`config.mk`:
```
export PLATFORM = sky130hd
export DESIGN_NAME = fmsq_ram
export DESIGN_NICKNAME = d
export VERILOG_FILES = /design/src/fmsq_ram.sv
export SDC_FILE = /design/constraint.sdc
export NUM_CORES = 1
export LEC_CHECK = 0
export ABC_AREA = 0
export BUFFER_PORTS_ARGS = -buffer_cell sky130_fd_sc_hd__buf_2
export CORE_ASPECT_RATIO = 2
export CORE_MARGIN = 10
export CORE_UTILIZATION = 41
export DETAILED_ROUTE_END_ITERATION = 6
export PLACE_DENSITY = 0.56
export RECOVER_POWER = 25
export SYNTH_ARGS = -nofsm -noshare
export SYNTH_HDL_FRONTEND = slang
export SYNTH_SLANG_ARGS = --single-unit
```
`constraint.sdc`:
```
create_clock -name clk -period 4.87 [get_ports clk]
set_input_delay 0.487 -clock clk [delete_from_list [all_inputs] [get_ports clk]]
set_output_delay 0.487 -clock clk [all_outputs]
set_load 0.02 [all_outputs]
```
`src/fmsq_ram.sv`:
```
module fmsq_ram #(
    parameter int WIDTH = 8,
    parameter int DEPTH = 16,
    localparam int AW = (DEPTH > 1) ? $clog2(DEPTH) : 1
) (
    input  logic             clk,
    input  logic             we,
    input  logic [AW-1:0]    waddr,
    input  logic [WIDTH-1:0] wdata,
    input  logic             re,
    input  logic [AW-1:0]    raddr,
    output logic [WIDTH-1:0] rdata
);

    logic [WIDTH-1:0] mem [DEPTH];
    logic [WIDTH-1:0] rdata_reg;

    always_ff @(posedge clk)
    begin
        if (we)
        begin
            mem[waddr] <= wdata;
        end
        if (re)
        begin
            rdata_reg <= mem[raddr];
        end
    end

    assign rdata = rdata_reg;

endmodule

```
==> flow_metrics.py <==
metrics = {
    "timing": {
        "whs_ns": 0.439,
        "finalCriticalPeriod_ns": 2.16,
        "skew_ns": 0.00590,
        "fmax_ghz": 0.463,
        "tightest_slew_ns": 1.06,
        "relSlewSlack_pct": 29.4,
        "period_share_pct": 44.4,
        "tns_ns": 0,
        "drv_slew": 0,
        "hold_viol": 0,
        "rsz0062_at_grt": "no",
        "finalSetupViolCount": 0,
    },
    "global_routing": {
        "grt_pass1_wl_um": 15800,
        "antenna_found_initial": 0,
        "grt_max_degree": 33,
        "track_usage_pct": 12.2,
        "grt_pass1_vias": 2590,
        "overflow": 0,
    },
    "die": {
        "die_area_sq_um": 17900,
        "die_h_um": 180,
        "num_rows": 58,
        "start_util_pct": 41.6,
        "ios": 27,
        "dieWidth_um": 99.8,
        "core-area_sq_um": 12600,
    },
    "drt": {
        "drc": 0,
        "drt-total-wl_um": 10300,
        "wl_met3_um": 444,
        "drt_iter0_drc": 117,
        "drtAntennaViolNets": 0,
        "wl_per_cell_um": 24.0,
        "vias": 2349,
        "top_layer_used": "met4",
        "firstDrtPassIters": 4,
        "wl_met2_um": 6070,
        "vias_per_cell": 5.48,
        "wirelength_met1_um": 3610,
    },
    "logic_synthesis": {
        "synthArstFlopShare_pct": 0,
        "synth_cell_type_count": 18,
        "ys_top_cells_by_count": "136 x edfxtp_1, 18 x mux4_2, 16 x a22oi_1",
        "syn-mean-instance-area_sq_um": 22.8,
        "yosys.area.top_type": "edfxtp_1",
        "synth_edf_count": 136,
        "syn_area_sq_um": 5230,
        "synth_top_area_share_pct": 78.1,
        "synthesis.nets": 248,
        "yosysSeqAreaShare_pct": 78.1,
        "synthTopCellsByArea": "edfxtp_1 78%, mux4_2 7.8%, mux4_1 7.0%",
        "ys.flop_type": "edfxtp_1",
        "ys_ff_latch": 136,
        "yosys.cell_count.top_type": "edfxtp_1",
        "syn_inst": 229,
        "yosysWarningCount": 0,
    },
    "power": {
        "powerDensity_nw_per_um2": 449,
        "finalPower_w": 0.00273,
        "peakVddDrop_v": 0.000321,
        "power.leakage_nw": 1.99,
    },
    "outcome": {
        "status": "finished clean",
    },
    "clock_tree": {
        "cts_buffer_depth": 2,
        "cts.htree.levels": 4,
        "cts_inserted_buffers": 17,
        "cts_tree": "done",
        "cts-root-buf": "clkbuf_16",
        "cts_resized": 0,
        "clkLatencyLatePin_ns": 0.41,
        "cts.clk_slew.worst_paths_ns": 0.06,
        "cts-hold-fix-buffers": 0,
        "cts_setup_buffers": 0,
        "cts.sinks": 136,
    },
    "critical_path": {
        "end_kind": "flop",
        "critPathMaxFanout": 32,
        "arrival_ns": 2.31,
        "reg2reg_slack_ns": 3.39,
        "crit_required_ns": 5.02,
        "worst_setup_path_start_kind": "input port",
        "critPathKind": "input port to flop",
    },
    "placement": {
        "gp_congestion": 0.706,
        "dp_hpwl_um": 7020,
        "io_buffers": 26,
        "post-place-cells": 397,
    },
    "finish": {
        "syn_to_final_growth_pct": 16.3,
        "diodes": 0,
        "largest_register_ffs": 128,
        "finalNonFillerCells": 429,
        "drive_gt1_share_pct": 26.2,
        "nNetsFinal": 285,
    },
    "worst_hold_path": {
        "hold_class": "input port to flop",
    },
    "job": {
        "drv_cap": 0,
    },
}
metal layers:
layer / vias up / track usage, %
met4: 0 / 6.57
met3: 10 / 2.96
met1: 1214 / 12.3
li1: 1057 / -
met2: 68 / 21.8
met5: - / 0
critical path, stage by stage:
cell	delay, ns
buf_2	0.79
mux4_1	0.67
a22oi_1	0.26
nand2_1	0.10
placed cells by master (no fill, tap or decap), types with 7 or more instances in the layout:
cell type  instances
edfxtp_1         136
buf_2             20
mux4_2            18
clkbuf_16         17
a22oi_1           16
mux4_1            14
nor2_1            13
nand2_1            9
clkbuf_1           7
worst paths after layout:
path,start,to,cells past startpoint
worst max register to register,mem[0][3],rdata[3],3
worst min register to register,mem[12][7],rdata[7],3
worst min-delay path,re,rdata[1],1
worst max-delay path,raddr[0],rdata[3],4
per-stage QoR:
step | area (sq um) | utilization, % | worst slack, ns
floorplan | 5230 | - | 2.89
global placement | 5480 | 43.7 | 2.20
detailed placement | 5480 | 43.7 | 2.21
CTS | 6090 | 48.5 | 2.64
global route | 6080 | 48.4 | 2.55
finish | 6080 | 48.4 | 2.71
cell type report:
| class | instances | area, sq um |
|---|---|---|
| fillers | 1033 | 6470 |
| flip-flops and latches | 136 | 4080 |
| multi-input cells | 83 | 1070 |
| clock buffers | 18 | 429 |
| well taps | 150 | 188 |
| clock inverters | 14 | 174 |
| repair buffers | 28 | 138 |
power breakdown:
part	total [W]	internal [W]	switching, W
Sequential	0.00133	0.00132	0.00000656
Combinational	0.000117	0.0000450	0.0000718
Clock	0.00129	0.000809	0.000481
Total	0.00273	0.00217	0.000559
cells by family after synthesis:
family	share of synthesized area, %
flip-flops	78.1
AND/OR/NAND/NOR	3.14
multiplexers	14.8
AO/OA/AOI/OAI	2.30
buffers and inverters	1.65
No activity file was read; power rests on OpenSTA's default activity.
