`src/fmsq_pkg.sv`:
```
package fmsq_pkg;

    // default sizes
    localparam int CHANNELS_DEF    = 4;
    localparam int QUEUE_DEPTH_DEF = 16;

    // field widths
    localparam int STAMP_W = 63;
    localparam int TAG_W   = 32;
    localparam int CHAN_W  = 2;
    localparam int TOL_W   = 32;
    localparam int LIMIT_W = 5;

    // register port
    localparam int APB_ADDR_W = 3;
    localparam int APB_DATA_W = 32;

    localparam logic [TOL_W-1:0]   TOL_RESET   = TOL_W'(1000000);
    localparam logic [LIMIT_W-1:0] LIMIT_RESET = '0;

    // register index, taken from paddr[2]
    localparam logic REG_TOLERANCE = 1'b0;
    localparam logic REG_LIMIT     = 1'b1;

    // request actions
    localparam logic ACT_DELIVER = 1'b0;
    localparam logic ACT_POP     = 1'b1;

    typedef struct packed {
        logic               action;
        logic [CHAN_W-1:0]  channel;
        logic [STAMP_W-1:0] frame_stamp;
        logic [TAG_W-1:0]   frame_tag;
    } req_t;

    typedef struct packed {
        logic               set_valid;
        logic [CHAN_W-1:0]  out_channel;
        logic [STAMP_W-1:0] out_stamp;
        logic [TAG_W-1:0]   out_tag;
        logic               last;
    } rsp_t;

    typedef struct packed {
        logic [STAMP_W-1:0] stamp;
        logic [TAG_W-1:0]   tag;
    } frame_t;

    typedef struct packed {
        logic [TOL_W-1:0]   tolerance_ns;
        logic [LIMIT_W-1:0] queue_limit;
    } cfg_t;

endpackage

```
`src/fmsq_cfg.sv`:
```
module fmsq_cfg
    import fmsq_pkg::*;
(
    input  logic                  clk,
    input  logic                  rst_n,
    input  logic                  psel,
    input  logic                  penable,
    input  logic                  pwrite,
    input  logic [APB_ADDR_W-1:0] paddr,
    input  logic [APB_DATA_W-1:0] pwdata,
    output logic [APB_DATA_W-1:0] prdata,
    output logic                  pready,
    output cfg_t                  cfg
);

    logic [TOL_W-1:0]   tol_reg;
    logic [LIMIT_W-1:0] limit_reg;
    logic               reg_idx;
    logic               wr_en;

    assign reg_idx = paddr[APB_ADDR_W-1];
    assign wr_en   = psel && penable && pwrite;
    assign pready  = 1'b1;

    always_ff @(posedge clk or negedge rst_n)
    begin
        if (!rst_n)
        begin
            tol_reg   <= TOL_RESET;
            limit_reg <= LIMIT_RESET;
        end
        else if (wr_en)
        begin
            unique case (reg_idx)
                REG_TOLERANCE: tol_reg   <= pwdata[TOL_W-1:0];
                REG_LIMIT:     limit_reg <= pwdata[LIMIT_W-1:0];
            endcase
        end
    end

    always_comb
    begin
        unique case (reg_idx)
            REG_TOLERANCE: prdata = APB_DATA_W'(tol_reg);
            REG_LIMIT:     prdata = APB_DATA_W'(limit_reg);
        endcase
    end

    assign cfg = '{tolerance_ns: tol_reg, queue_limit: limit_reg};

endmodule

```
`config.mk`:
```
export PLATFORM = sky130hd
export DESIGN_NAME = fmsq_cfg
export DESIGN_NICKNAME = d
export VERILOG_FILES = /design/src/fmsq_pkg.sv /design/src/fmsq_cfg.sv
export SDC_FILE = /design/constraint.sdc
export NUM_CORES = 1
export LEC_CHECK = 0
export ABC_AREA = 1
export BUFFER_PORTS_ARGS = -buffer_cell sky130_fd_sc_hd__buf_2
export CORE_UTILIZATION = 46
export CTS_BUF_LIST = sky130_fd_sc_hd__clkbuf_8 sky130_fd_sc_hd__clkbuf_16
export CTS_CLUSTER_SIZE = 25
export DETAILED_ROUTE_END_ITERATION = 12
export PLACE_DENSITY_LB_ADDON = 0.3
export SYNTH_ARGS = -nofsm -noshare
export SYNTH_HDL_FRONTEND = slang
export SYNTH_SLANG_ARGS = --single-unit
```
`constraint.sdc`:
```
create_clock -name clk -period 1.2 [get_ports clk]
set_input_delay 0.12 -clock clk [delete_from_list [all_inputs] [get_ports clk]]
set_output_delay 0.12 -clock clk [all_outputs]
set_load 0.005 [all_outputs]
```
==> impl_metrics.toml <==
[sta]
finalSetupViolations = 0
drv_slew = 0
rsz0062_at_grt = "true"
fin_crit_sh_pct = 97.4
hold_viol = 0
finalCriticalPeriod_ns = 1.17
fin_skew_ns = 0
timing.fmax_ghz = 0.856
setup_ws_ns = 0.0314

[cts]
h-tree-depth = 2
cts_tree = "yes"
cts_sinks = 37
clk_pin_slew_ns = 0.06
post_cts_buffers = 0
numCtsBuffers = 5
clockRootBuffer = "clkbuf_8"
clock_latency_ns = 0.29
cts_max_path_buffers = 2

[final_layout]
nets = 388
drive_gt1_share_pct = 38.1
final_common_cell = "buf_2"
fin_cells = 397
largest_reg_flops = 32
layout_common_cells = "106 x buf_2, 89 x nand2_1, 37 x nand3_1"
diodes = 0
area_growth_pct = 37.4
n_fill_cell = 350

[logic_synthesis]
yosysSeqAreaShare_pct = 51.9
synthAdderAreaFrac_pct = 0
synth_compound_area_share_pct = 0
synth_nets = 279
synth_area_per_cell_um2 = 7.54
synthMuxAreaShare_pct = 0
synth_xor_xnor_area_share_pct = 0
yosys_register_bits = 37
synth_cell_types = 14
synth-simple-area-share_pct = 36.6
ys_warn_count = 0
syn-cell-area_um2 = 1800
syn_inst = 239
synth_top_family_by_area = "simple AND/OR/NAND/NOR gates"

[routing]
via_per_inst = 4.68
ant_nets = 0
wl_per_cell_um = 11.0
wirelength_um = 4380
drt_drc_violations_left = 0
drtPass1Iterations = 5
drt-initial-drc-count = 63
dr_total_vias = 1856

[place]
dp.cells = 388
gp_congestion = 0.717
dpl.hpwl_um = 3230
io_buffers = 106
post-place-ws_ns = 0.189

[min_path]
min_path_type = "in2reg"

[power_and_ir_drop]
comb_power_share_pct = 26.8
clkPwrFrac_pct = 23.1
p_leak_uw = 0.00156
power_density_nw_per_um2 = 1380
seqPwrFrac_pct = 50.1
ir_drop_uv = 821
swShare_pct = 30.9
p_int_uw = 2350
netSwitchingPower_uw = 1050

[floorplan]
dieArea_um2 = 4170
core_um2 = 3720
start_util_pct = 48.5
die_w_um = 64.6
rows = 22
io_pins = 110
die_y_um = 64.6

[global_routing]
grt_max_degree = 22
grt.overflow.total = 0
antenna_found_initial = 0
grt_pass1_wl_um = 7070
grt_usage_pct = 22.2
grt_pass1_vias = 1592

[outcome]
status = "finished, final reports clean"

[worst_setup_path]
crit_slowest_cell = "dfstp_2"
path_cells = "inv_2 -> nor2_1 -> buf_2"
crit_type = "reg2out"
critPathMaxFanout = 3
critical_path_required_ns = 1.08
endpoint_kind = "primary output"
critPathMaxStageDelay_ns = 0.55
crit_arrival_ns = 1.05
start_kind = "flip-flop"

[run]
cap_violations = 0
[per-stage QoR]
stage / hold slack, ns / total power (µW) / TNS [ns] / util (%) / area, µm²
finish: 0.0511 / 3400 / 0 / 66.6 / 2470
detailed placement: 0.0742 / 2640 / 0 / 64.2 / 2380
floorplan: -0.176 / 2120 / 0 / - / 1800
CTS: 0.0442 / 3430 / 0 / 66.6 / 2470
global placement: 0.0772 / 2600 / 0 / 64.2 / 2380
global route: 0.0572 / 3640 / -0.0325 / 66.6 / 2470
[worst max-delay path: cells and delay by family, from the launching register on]
family	cells	cell delay, ns
flip-flops	1	0.55
buffers and inverters	2	0.14
AND/OR/NAND/NOR	1	0.08
[cell usage after synthesis, drive strengths merged]
cell type	count	share of area [%]
buf	14	5.1
clkbuf	1	0.21
conb	1	0.21
dfrtp	30	42
dfstp	7	10
inv	29	6.0
nand2	90	19
nand3	37	10
nand4	2	0.69
nor2	28	6.7
[power by group through the flow]
| stage | Combinational (µW) | Sequential [µW] | Clock (µW) |
|---|---|---|---|
| after CTS | 928 | 1700 | 804 |
| after detailed placement | 926 | 1720 | 0 |
| after global placement | 895 | 1710 | 0 |
| after global routing | 1040 | 1730 | 858 |
| after floorplan | 398 | 1720 | 0 |
| final | 913 | 1710 | 786 |
[final cells by class]
type	count	area (µm²)	share of cell area [%]
multi-input combinational	158	663	26.8
tap	48	60.1	2.43
timing repair buffer	117	628	25.4
sequential	37	935	37.8
inverter	29	109	4.40
clock inverter	3	11.3	0.455
clock buffer	5	68.8	2.78
[cell families after synthesis]
family | count (synthesis)
buf+inv | 44
flops | 37
other cells | 1
simple gates | 157
[final timing paths]
check                            startpoint           to  slack [ns]  depth (start not counted)
worst max register to register  tol_reg[16]  tol_reg[16]        0.49                          2
min in group asynchronous             rst_n  tol_reg[22]        0.31                          2
worst min-delay path              pwdata[9]   tol_reg[9]        0.05                          3
worst max-delay path            tol_reg[16]   prdata[16]        0.03                          3
max in group asynchronous             rst_n  tol_reg[31]        0.46                          3
worst min register to register  tol_reg[18]  tol_reg[18]        0.47                          2
[timing repair]
action,4_1_cts,5_1_grt
endpoints found under the hold margin,10,0
endpoints found under the setup margin,0,3
gates resized for setup,0,3
hold buffers,1,0
[routing by layer]
metal	global-route usage (%)	wire length, µm	share of wire, %	vias up
met1	27.1	1900	43	839
met2	38.8	2190	50	77
met5	0	0	0	-
met3	3.70	230	5.3	7
li1	-	-	-	933
met4	8.89	54	1.2	0
(Power assumes the default switching activity.)
